### src/hdl/assert_macros.svh
// Assertion macros for the RTL of the positional list store.
// Include by bare file name; no other dependencies.
`ifndef ASSERT_MACROS_SVH
`define ASSERT_MACROS_SVH

// Check a plain property on every rising clock edge outside reset.
`define ASSERT_ALWAYS(label, clk, rstn, prop, msg) \
    label: assert property (@(posedge clk) disable iff (!(rstn)) (prop)) else $error(msg);

// Check that an antecedent implies a consequent in the same cycle.
`define ASSERT_IMPLIES(label, clk, rstn, ante, cons, msg) \
    label: assert property (@(posedge clk) disable iff (!(rstn)) (ante) |-> (cons)) \
        else $error(msg);

// Check that an antecedent implies a consequent in the next cycle.
`define ASSERT_NEXT(label, clk, rstn, ante, cons, msg) \
    label: assert property (@(posedge clk) disable iff (!(rstn)) (ante) |=> (cons)) \
        else $error(msg);

`endif

### src/hdl/pls_pkg.sv
// Shared types and constants of the positional list store.
// Used by pls_cell and positional_list_store; depends on nothing.
package pls_pkg;

    localparam int DEPTH_DEFAULT = 32;
    localparam int MAX_DEPTH     = 64;
    // wide enough for any count up to MAX_DEPTH
    localparam int CNT_W         = $clog2(MAX_DEPTH + 1);
    localparam int VAL_W         = 32;
    localparam int MODE_W        = 3;
    localparam int POS_W         = 6;
    localparam int STATUS_W      = 2;
    localparam int IDX_W         = 6;
    localparam int LEN_W         = 6;
    localparam int S_DATA_W      = 48;
    localparam int M_DATA_W      = 48;

    typedef enum logic [MODE_W-1:0] {
        MODE_CLEAR  = 3'd0,
        MODE_APPEND = 3'd1,
        MODE_INSERT = 3'd2,
        MODE_DELETE = 3'd3,
        MODE_READ   = 3'd4
    } mode_t;

    typedef enum logic [STATUS_W-1:0] {
        STATUS_OK    = 2'd0,
        STATUS_EMPTY = 2'd1,
        STATUS_RANGE = 2'd2,
        STATUS_FULL  = 2'd3
    } status_t;

    typedef enum logic [1:0] {
        OP_HOLD   = 2'd0,
        OP_INSERT = 2'd1,
        OP_DELETE = 2'd2,
        OP_ROTATE = 2'd3
    } cell_op_t;

    // Broadcast to every cell of the chain in each cycle.
    typedef struct packed {
        cell_op_t                 op;
        logic [CNT_W-1:0]         pos;   // insert or delete position
        logic [CNT_W-1:0]         tail;  // index of the last stored element
        logic signed [VAL_W-1:0]  value; // value to load at pos
        logic signed [VAL_W-1:0]  head;  // value of cell 0, wraps to tail on rotate
    } cell_ctrl_t;

endpackage

### src/hdl/pls_cell.sv
// One storage cell of the positional list store chain.
// Depends on pls_pkg for the broadcast control struct.
module pls_cell #(
    parameter int INDEX = 0
) (
    input  logic                                aclk,
    input  pls_pkg::cell_ctrl_t                 ctrl_i,
    input  logic signed [pls_pkg::VAL_W-1:0]    left_i,
    input  logic signed [pls_pkg::VAL_W-1:0]    right_i,
    output logic signed [pls_pkg::VAL_W-1:0]    value_o
);

    localparam int CW = pls_pkg::CNT_W;
    localparam logic [CW-1:0] MY_IDX = CW'(INDEX);

    logic signed [pls_pkg::VAL_W-1:0] value_reg;
    logic signed [pls_pkg::VAL_W-1:0] value_next;

    always_comb begin
        value_next = value_reg;
        unique case (ctrl_i.op)
            pls_pkg::OP_INSERT: begin
                // open a slot at pos, shift everything behind it one place back
                if (MY_IDX == ctrl_i.pos) begin
                    value_next = ctrl_i.value;
                end else if (MY_IDX > ctrl_i.pos) begin
                    value_next = left_i;
                end
            end
            pls_pkg::OP_DELETE: begin
                if (MY_IDX >= ctrl_i.pos) begin
                    value_next = right_i;
                end
            end
            pls_pkg::OP_ROTATE: begin
                // advance toward the head; the head wraps to the tail
                if (MY_IDX == ctrl_i.tail) begin
                    value_next = ctrl_i.head;
                end else if (MY_IDX < ctrl_i.tail) begin
                    value_next = right_i;
                end
            end
            default: begin
                value_next = value_reg;
            end
        endcase
    end

    always_ff @(posedge aclk) begin
        value_reg <= value_next;
    end

    assign value_o = value_reg;

endmodule

### src/hdl/positional_list_store.sv
// Top level of the positional list store: input holding stage, control, cell chain,
// output register. Depends on pls_pkg, pls_cell and assert_macros.svh.
//
// Ordered list of up to DEPTH signed 32-bit values held in a row of cells that all
// shift in the same cycle. Each input transfer clears the list, appends at the tail,
// inserts at a position, deletes at a position, or reads the whole list out. Clear,
// append, insert, delete and unused mode codes give one result transfer carrying the
// status and the length after the operation. A read of a list of N elements gives N
// result transfers, head first, with tlast on the final one; the chain rotates by one
// cell per cycle while results are taken, and cell 0 is the read port, so once the last
// element is out the list is back in place. A read of an empty list gives one result
// with status empty. The input is held in a one-deep stage, so the next transfer is
// taken while the current result waits downstream; while the receiver keeps up, the
// sustained rate is one item per cycle for non-read items, and a read holds the input
// stage until its final element is out. There is no clearing pass after reset: the
// length resets to zero and cells beyond the length are never read. Status codes: 0 ok,
// 1 empty, 2 position out of range, 3 full. Insert into an empty list is refused with
// status empty; insert at a position equal to the length appends.
module positional_list_store #(
    parameter int DEPTH = pls_pkg::DEPTH_DEFAULT
) (
    input  logic                            aclk,
    input  logic                            aresetn,
    // s_tdata: mode[2:0], position[8:3], value[40:9], zero[47:41]
    input  logic                            s_tvalid,
    output logic                            s_tready,
    input  logic [pls_pkg::S_DATA_W-1:0]    s_tdata,
    // m_tdata: status[1:0], element[33:2], element_index[39:34], length[45:40], zero[47:46]
    output logic                            m_tvalid,
    input  logic                            m_tready,
    output logic [pls_pkg::M_DATA_W-1:0]    m_tdata,
    output logic                            m_tlast
);

`include "assert_macros.svh"

    localparam int CW  = pls_pkg::CNT_W;
    localparam int LW  = $clog2(DEPTH + 1);   // list length
    localparam int IW  = $clog2(DEPTH);       // read index
    localparam int VW  = pls_pkg::VAL_W;
    localparam logic [LW-1:0] DEPTH_L = LW'(DEPTH);

    // ---------------- input holding stage ----------------
    logic                             item_valid_reg;
    logic [pls_pkg::MODE_W-1:0]       item_mode_reg;
    logic [pls_pkg::POS_W-1:0]        item_pos_reg;
    logic signed [VW-1:0]             item_value_reg;

    // ---------------- list control ----------------
    logic [LW-1:0]                    count_reg;
    logic [LW-1:0]                    count_next;
    logic [IW-1:0]                    rd_idx_reg;
    logic [IW-1:0]                    rd_idx_next;

    // ---------------- output register ----------------
    logic                             out_valid_reg;
    logic [pls_pkg::M_DATA_W-1:0]     out_data_reg;
    logic                             out_last_reg;

    logic                             out_free;
    logic                             work;       // the held item advances this cycle
    logic                             item_done;  // the held item gave its final result
    logic                             in_take;

    pls_pkg::cell_ctrl_t              ctrl;
    pls_pkg::status_t                 res_status;
    logic signed [VW-1:0]             res_element;
    logic [pls_pkg::IDX_W-1:0]        res_index;
    logic                             res_last;
    logic [CW-1:0]                    count_w;
    logic [CW-1:0]                    pos_w;

    logic signed [VW-1:0]             cell_value [DEPTH];

    assign out_free  = !out_valid_reg || m_tready;
    assign work      = item_valid_reg && out_free;
    assign s_tready  = !item_valid_reg || item_done;
    assign in_take   = s_tvalid && s_tready;

    assign count_w   = CW'(count_reg);
    assign pos_w     = CW'(item_pos_reg);

    // Decode the held item into a chain command, the next length and a result.
    always_comb begin
        ctrl.op     = pls_pkg::OP_HOLD;
        ctrl.pos    = pos_w;
        ctrl.tail   = count_w - CW'(1);
        ctrl.value  = item_value_reg;
        ctrl.head   = cell_value[0];
        count_next  = count_reg;
        rd_idx_next = rd_idx_reg;
        res_status  = pls_pkg::STATUS_OK;
        res_element = '0;
        res_index   = '0;
        res_last    = 1'b1;
        item_done   = work;

        unique case (item_mode_reg)
            pls_pkg::MODE_CLEAR: begin
                count_next = '0;
            end
            pls_pkg::MODE_APPEND: begin
                if (count_reg >= DEPTH_L) begin
                    res_status = pls_pkg::STATUS_FULL;
                end else begin
                    ctrl.op    = pls_pkg::OP_INSERT;
                    ctrl.pos   = count_w;
                    count_next = count_reg + LW'(1);
                end
            end
            pls_pkg::MODE_INSERT: begin
                // empty and range take precedence over full
                if (count_reg == '0) begin
                    res_status = pls_pkg::STATUS_EMPTY;
                end else if (pos_w > count_w) begin
                    res_status = pls_pkg::STATUS_RANGE;
                end else if (count_reg >= DEPTH_L) begin
                    res_status = pls_pkg::STATUS_FULL;
                end else begin
                    ctrl.op    = pls_pkg::OP_INSERT;
                    count_next = count_reg + LW'(1);
                end
            end
            pls_pkg::MODE_DELETE: begin
                if (count_reg == '0) begin
                    res_status = pls_pkg::STATUS_EMPTY;
                end else if (pos_w >= count_w) begin
                    res_status = pls_pkg::STATUS_RANGE;
                end else begin
                    ctrl.op    = pls_pkg::OP_DELETE;
                    count_next = count_reg - LW'(1);
                end
            end
            pls_pkg::MODE_READ: begin
                if (count_reg == '0) begin
                    res_status = pls_pkg::STATUS_EMPTY;
                end else begin
                    // stream the head, rotate the chain, hold the item until the tail
                    ctrl.op     = pls_pkg::OP_ROTATE;
                    res_element = cell_value[0];
                    res_index   = pls_pkg::IDX_W'(rd_idx_reg);
                    res_last    = (CW'(rd_idx_reg) == count_w - CW'(1));
                    item_done   = work && res_last;
                    rd_idx_next = res_last ? '0 : rd_idx_reg + IW'(1);
                end
            end
            default: begin
                // unused mode codes: report ok, change nothing
                res_status = pls_pkg::STATUS_OK;
            end
        endcase

        if (!work) begin
            ctrl.op     = pls_pkg::OP_HOLD;
            count_next  = count_reg;
            rd_idx_next = rd_idx_reg;
        end
    end

    // ---------------- cell chain ----------------
    for (genvar i = 0; i < DEPTH; i++) begin : g_cell
        logic signed [VW-1:0] left_w;
        logic signed [VW-1:0] right_w;

        if (i == 0) begin : g_head
            assign left_w = '0;
        end else begin : g_mid_l
            assign left_w = cell_value[i-1];
        end

        if (i == DEPTH - 1) begin : g_tail
            assign right_w = '0;
        end else begin : g_mid_r
            assign right_w = cell_value[i+1];
        end

        pls_cell #(
            .INDEX (i)
        ) u_cell (
            .aclk    (aclk),
            .ctrl_i  (ctrl),
            .left_i  (left_w),
            .right_i (right_w),
            .value_o (cell_value[i])
        );
    end

    // ---------------- control registers ----------------
    always_ff @(posedge aclk) begin
        if (!aresetn) begin
            item_valid_reg <= 1'b0;
            count_reg      <= '0;
            rd_idx_reg     <= '0;
            out_valid_reg  <= 1'b0;
        end else begin
            count_reg  <= count_next;
            rd_idx_reg <= rd_idx_next;
            if (in_take) begin
                item_valid_reg <= 1'b1;
            end else if (item_done) begin
                item_valid_reg <= 1'b0;
            end
            if (work) begin
                out_valid_reg <= 1'b1;
            end else if (m_tready) begin
                out_valid_reg <= 1'b0;
            end
        end
    end

    // Payload registers: hold the item and the result, no reset needed.
    always_ff @(posedge aclk) begin
        if (in_take) begin
            item_mode_reg  <= s_tdata[2:0];
            item_pos_reg   <= s_tdata[8:3];
            item_value_reg <= s_tdata[40:9];
        end
        if (work) begin
            out_data_reg <= {2'b00,
                             pls_pkg::LEN_W'(count_next),
                             res_index,
                             res_element,
                             res_status};
            out_last_reg <= res_last;
        end
    end

    assign m_tvalid = out_valid_reg;
    assign m_tdata  = out_data_reg;
    assign m_tlast  = out_last_reg;

    // ---------------- assertions ----------------
    `ASSERT_ALWAYS(a_count_bound, aclk, aresetn, count_reg <= DEPTH_L,
        "list length exceeds DEPTH")
    `ASSERT_IMPLIES(a_rd_idx_owner, aclk, aresetn, rd_idx_reg != '0,
        item_valid_reg && item_mode_reg == pls_pkg::MODE_READ,
        "read index advanced without a read in progress")
    `ASSERT_IMPLIES(a_rd_idx_range, aclk, aresetn, rd_idx_reg != '0,
        LW'(rd_idx_reg) < count_reg, "read index beyond list length")
    `ASSERT_NEXT(a_work_out, aclk, aresetn, work, out_valid_reg,
        "advanced item produced no result")
    `ASSERT_IMPLIES(a_no_drop, aclk, aresetn, out_valid_reg && !m_tready, !work,
        "held item advanced while the result register was blocked")

endmodule

### config.mk
export PLATFORM = sky130hd
export DESIGN_NAME = positional_list_store
export DESIGN_NICKNAME = d
export VERILOG_FILES = /design/src/hdl/pls_pkg.sv /design/src/hdl/pls_cell.sv /design/src/hdl/positional_list_store.sv
export VERILOG_INCLUDE_DIRS = /design/src /design/src/hdl
export SDC_FILE = /design/constraint.sdc
export NUM_CORES = 2
export LEC_CHECK = 0
export BUFFER_PORTS_ARGS = -buffer_cell sky130_fd_sc_hd__buf_2
export CAP_MARGIN = 30
export CORE_ASPECT_RATIO = 2
export CORE_MARGIN = 5
export CORE_UTILIZATION = 30
export DETAILED_ROUTE_END_ITERATION = 16
export PLACE_DENSITY = 0.51
export SLEW_MARGIN = 30
export SYNTH_ARGS = -nofsm -noshare
export SYNTH_HDL_FRONTEND = slang
export SYNTH_SLANG_ARGS = --single-unit
### constraint.sdc
create_clock -name aclk -period 8.7 [get_ports aclk]
set_input_delay 0.87 -clock aclk [delete_from_list [all_inputs] [get_ports aclk]]
set_output_delay 0.87 -clock aclk [all_outputs]
set_load 0.02 [all_outputs]
Yosys cells after proc, flatten, opt, wreduce, memory -nomap -nowiden:

Index checks and enable logic that the tools add are counted.

* bits in registers: 1125
* input port bits: 52

* muxes and demuxes: 223
* add/subtract/negate cells: 4
* $lt $le $gt $ge: 99
* equal/unequal tests: 167
* reduce and logical (&&, ||, !) cells: 48
* bitwise logic cells: 2

Operator list (number)
* 2-to-1 mux 32 bit: 160
* one-hot mux 32 bit (3 select lines): 32
* equality test 5 x 7 -> 1 bit (first input constant): 32
* != test 3 x 1 -> 1 bit (second input constant): 63
* AND reduction 4 bit: 31
* equality test 4 x 7 -> 1 bit (first input constant): 16
* >= comparator 5 x 7 -> 1 bit (first input constant): 16
* > comparator 5 x 7 -> 1 bit (first input constant): 16
* less-than comparator 5 x 7 -> 1 bit (first input constant): 16
* != test 2 x 1 -> 1 bit (second input constant): 33
* equality test 3 x 7 -> 1 bit (first input constant): 8
* >= comparator 4 x 7 -> 1 bit (first input constant): 8
* > comparator 4 x 7 -> 1 bit (first input constant): 8
* less-than comparator 4 x 7 -> 1 bit (first input constant): 8
* 2-to-1 mux 6 bit: 6
* equality test 2 x 7 -> 1 bit (first input constant): 4
* >= comparator 3 x 7 -> 1 bit (first input constant): 4
* > comparator 3 x 7 -> 1 bit (first input constant): 4
* less-than comparator 3 x 7 -> 1 bit (first input constant): 4
* one-hot mux 6 bit (4 select lines): 1
* 2-to-1 mux 2 bit: 9
* one-hot mux 2 bit (4 select lines): 2
* equality test 1 x 7 -> 1 bit (first input constant): 2
* >= comparator 1 x 7 -> 1 bit (first input constant): 2
* 35 further kinds: 58

Logic depth before layout (Yosys ltp):

* depth after elaboration: 9
* depth in mapped cells: 14
* depth with buffers taken out: 8

Hierarchy:

From an unflattened synthesis, not the netlist that was laid out.

* cells, all modules: 7704
* area total of the unflattened synthesis: 84173.2 um2

By module, submodules not included
* positional_list_store: cells an instance 338, times used 1, area each 4438.0 um2, seq. area each 2872.8 um2
* pls_cell (g_cell[26].u_cell): cells an instance 278, times used 1, area each 3002.9 um2, seq. area each 960.9 um2
* pls_cell (g_cell[7].u_cell): cells an instance 274, times used 1, area each 2907.8 um2, seq. area each 960.9 um2
* pls_cell (g_cell[24].u_cell): cells an instance 276, times used 1, area each 2829.0 um2, seq. area each 960.9 um2
* pls_cell (g_cell[25].u_cell): cells an instance 276, times used 1, area each 2803.9 um2, seq. area each 960.9 um2
* pls_cell (g_cell[0].u_cell): cells an instance 270, times used 1, area each 2791.4 um2, seq. area each 960.9 um2
* pls_cell (g_cell[22].u_cell): cells an instance 278, times used 1, area each 2791.4 um2, seq. area each 960.9 um2
* pls_cell (g_cell[4].u_cell): cells an instance 275, times used 1, area each 2791.4 um2, seq. area each 960.9 um2
* pls_cell (g_cell[27].u_cell): cells an instance 279, times used 1, area each 2788.9 um2, seq. area each 960.9 um2
* pls_cell (g_cell[6].u_cell): cells an instance 275, times used 1, area each 2780.2 um2, seq. area each 960.9 um2
* pls_cell (g_cell[2].u_cell): cells an instance 274, times used 1, area each 2770.2 um2, seq. area each 960.9 um2
* pls_cell (g_cell[3].u_cell): cells an instance 281, times used 1, area each 2747.6 um2, seq. area each 960.9 um2
* pls_cell (g_cell[13].u_cell): cells an instance 277, times used 1, area each 2743.9 um2, seq. area each 960.9 um2
* pls_cell (g_cell[29].u_cell): cells an instance 261, times used 1, area each 2743.9 um2, seq. area each 960.9 um2
* 19 more rows

Worst setup path after synthesis:

Ideal clock, no wire load.

* path type: input-to-reg
* from: input port m_tready
* to: register g_cell[12].u_cell.value_reg (netlist bit g_cell[12].u_cell.value_o[0]) (enable)
* slack: 0.095 ns
* library setup time: 0.594 ns
* path buffers: 2
* cell stages on the path: 9
* data required time: 8.106 ns
* arrival time: 8.011 ns
* path through: nand2b_1 > nand2_1 > inv_1 > nand2_1 > nand2_1 > buf_2 > a21oi_1 > buf_2 > a2111oi_0

* longest elaborated chain between the ends: 6
* elaborated cells on any way between the ends: 11
* those cells by class: eq/ne: 6; mux: 1; reduce/logical: 4

Ends and longest elaborated chain
* start, declared: line positional_list_store.sv:30 `input logic m_tready,`
* logical OR 1 bit *: line positional_list_store.sv:75 `assign out_free = !out_valid_reg || m_tready;`
* logical AND 1 bit *: line positional_list_store.sv:76 `assign work = item_valid_reg && out_free;`
* net work: line positional_list_store.sv:61 `logic work;`
* 2-to-1 mux 2 bit *: line positional_list_store.sv:153 `if (!work) begin`
* equality test 2 bit or equality test 2 x 1 -> 1 bit (tied branches): line pls_cell.sv:21 `unique case (ctrl_i.op)`
* != test 3 x 1 -> 1 bit (no line), or another cell as far along
* AND reduction 4 bit (no line) *
* end signal, assigned: line pls_cell.sv:50 `value_reg <= value_next;`
* end, declared: line pls_cell.sv:16 `logic signed [pls_pkg::VAL_W-1:0] value_reg;`

The timed path passes the listed nets; every way through them passes the cells marked *.
A chain may end at the register's enable or synchronous reset.

Worst setup path after layout:

* from: register count_reg[1]
* to: register g_cell[10].u_cell.value_reg (netlist bit g_cell[10].u_cell.value_o[13]), data pin

* longest elaborated chain between the ends: 8
* elaborated cells on any way between the ends: 23
* those cells by class: add/sub: 1; order compare: 3; eq/ne: 5; mux: 13; reduce/logical: 1

Ends and longest elaborated chain
* start, declared: line positional_list_store.sv:50 `logic [LW-1:0] count_reg;`
* start signal, assigned: line positional_list_store.sv:196 `count_reg <= count_next;`
* >= comparator 6 bit: line positional_list_store.sv:103, positional_list_store.sv:117
* 2-to-1 mux 1 bit: line positional_list_store.sv:117 `end else if (count_reg >= DEPTH_L) begin`
* 2-to-1 mux 1 bit: line positional_list_store.sv:115 `end else if (pos_w > count_w) begin`
* 2-to-1 mux 1 bit: line positional_list_store.sv:113 `if (count_reg == '0) begin`
* one-hot mux 2 bit (4 select lines): line positional_list_store.sv:98 `unique case (item_mode_reg)`
* 2-to-1 mux 2 bit: line positional_list_store.sv:153
* equality test 2 bit or equality test 2 x 1 -> 1 bit (tied branches): line pls_cell.sv:21
* one-hot mux 32 bit (3 select lines) *: line pls_cell.sv:21
* net g_cell[10].u_cell.value_next, one bit: line pls_cell.sv:17 `logic signed [pls_pkg::VAL_W-1:0] value_next;`
* end signal, assigned: line pls_cell.sv:50
* end, declared: line pls_cell.sv:16

Marks and branches as above.

==> metrics.txt <==
Leak 25.4 nW; root buffer cell clkbuf_16; register area share after synthesis 0.514; Overall Global Routing Usage 0.241; # hold bufs at CTS 0; H-tree Lvls 3; Slew Limit Fails 0; Final Skew 0.0496 ns; Seq cells post-synth 1124; synthesized area 65500 sq um; Post-synth EDFFs 1111; Setup Buffers After CTS 0; met2 WL 139000 um; Worst-Skew Late Latency 0.77 ns; Slew HR 0.266; HPWL after DPL 176000 um; Clock transition at path regs 0.07 ns; final setup fails 0; vias in the first global route 55427; Vias 55680; # DRC 0; CTS tree done; full die area 228000 sq um; total CTS buffers 106; die width 340 um; Crit Path Max Fanout 44; f_max 168 MHz; synth warn 0; worst vdd ir 0.000159 V; top_reg_cell synth edfxtp_1; clock tree sinks 1124; Layout Cells excl Fill 9010; gr ovfl total 0; setup repair after global routing missed its margin false; initial antenna violation count 5; # IOs 103; core footprint 217000 sq um; Initial DRC Count 7427; Finished Cell Area 72400 sq um; Final Critical Period 5.96 ns; met3 WL 25900 um; Top Metal Used met5; CP Data Arrival Time 6.42 ns; max cap viols 0; Rows 242; number of gates resized after CTS 0; Post-Synthesis Cells 6431; first-pass GRT wire length 409000 um; CTS max path bufs 3; Critical Path RT 9.16 ns; Pwr Density 157 nW/um^2; Initial Util 0.301; worst-margin pin slew 1.10 ns; average via count per standard cell 6.18; fill count 21701; status finished clean; Hold WS 0.299 ns; final setup TNS 0 ns; final hold violation count 0; 1st-pass router iterations 7; period utilisation layout 0.685; Yosys top cell area share 0.510; wire length per cell 32.2 um; Synth area leaders edfxtp_1, mux2i_1, nand2_1; Final ANT Viol Nets 0; average cell area after synthesis 10.2 sq um; DP Area 68900 sq um; critical path class reg2reg; layout cells sized above 1 0.115; most common cell after layout, fill and taps aside nand2_1; Post-Place Cells 8811; GPL Wtd Cong 0.923; CP Capture Type flop; total power 11.4 mW; ys async rst share 0; Port Buf Inserts 92; largest net degree at the start of global routing 202; post-synth top area cell edfxtp_1; max reg flops 1024; Critical Path Start Type flop; wire length on met1 100000 um; P&R area growth vs syn 10.6%; final net count 6178; routed wire length 290000 um; Netlist cell types 88; Hold WC Path Type in2reg; most frequent cells in the layout nand2_1, edfxtp_1, a21oi_1; Die H 671 um
final timing paths:
| check | to | from | slack (ns) | depth (start not counted) |
|---|---|---|---|---|
| max | g_cell[10].u_cell.value_o[13] | count_reg[1] | 2.74 | 9 |
| min | item_value_reg[22] | s_tdata[31] | 0.30 | 1 |
| max reg2reg | g_cell[10].u_cell.value_o[13] | count_reg[1] | 2.74 | 9 |
| min reg2reg | rd_idx_reg[1] | rd_idx_reg[1] | 0.54 | 2 |
metrics by stage:
stage	utilization	setup WS (ns)
global route	0.333	2.68
global placement	0.317	3.01
CTS	0.333	2.93
floorplan	-	0.0951
detailed placement	0.317	2.92
finish	0.333	2.74
layout make-up:
type | instances | area (sq um) | share of cell area
antenna | 3 | 7.51 | 0.000104
clock buffer | 125 | 2720 | 0.0376
clock inverter | 70 | 753 | 0.0104
inverter | 173 | 649 | 0.00897
multi-input combinational | 4391 | 28800 | 0.398
sequential | 1124 | 33600 | 0.465
tap | 2806 | 3510 | 0.0485
timing repair buffer | 318 | 2270 | 0.0314
cells in the mapped netlist, types with 6 or more instances:
library cell,count
nor3_1,64
buf_1,26
mux2i_1,504
a22oi_1,35
o211ai_1,40
edfxtp_1,1111
o21ai_1,28
xnor2_1,6
ha_1,12
buf_2,168
nor3_2,7
a21oi_1,680
nand3_1,80
a221o_1,442
inv_1,173
buf_4,34
a31oi_1,94
nand2b_1,7
o221ai_1,128
a22o_1,37
and2_0,13
dfxtp_1,13
o32ai_1,32
and2_1,66
clkbuf_1,507
a211oi_1,168
nor2_1,287
nor2b_1,45
or3_1,11
nand4_1,9
mux2_1,6
a221oi_1,16
buf_6,10
nand2_1,1220
o21ai_0,65
and3_1,74
mux2_2,95
worst max-delay path, cell delays in order, from the launching register on:
cell	delay (ns)
dfxtp_1	0.79
inv_1	0.40
ha_1	0.49
nor3b_4	0.30
a21oi_2	0.47
nand2_2	0.59
nand2_4	0.72
buf_4	0.63
and3_2	0.90
o21ai_0	0.24
report_power, final:
part           internal, mW  switching [mW]
Combinational         0.127           0.359
Sequential             5.91          0.0208
Clock                  2.61            2.32
metal layers:
metal / up-vias / track usage
li1: 23508 / -
met1: 27503 / 0.272
met2: 3674 / 0.410
met3: 991 / 0.0463
met4: 4 / 0.167
met5: - / 0
cells by family after synthesis:
group,synth area share
DFF,0.514
other,0.0000573
and+or+nand+nor,0.126
buffers and inverters,0.0590
adders and majority gates,0.00229
AOI/OAI and AO/OA,0.200
muxes,0.0967
xor gates and xnor gates,0.00203
Power figures use the tool's default switching activity.
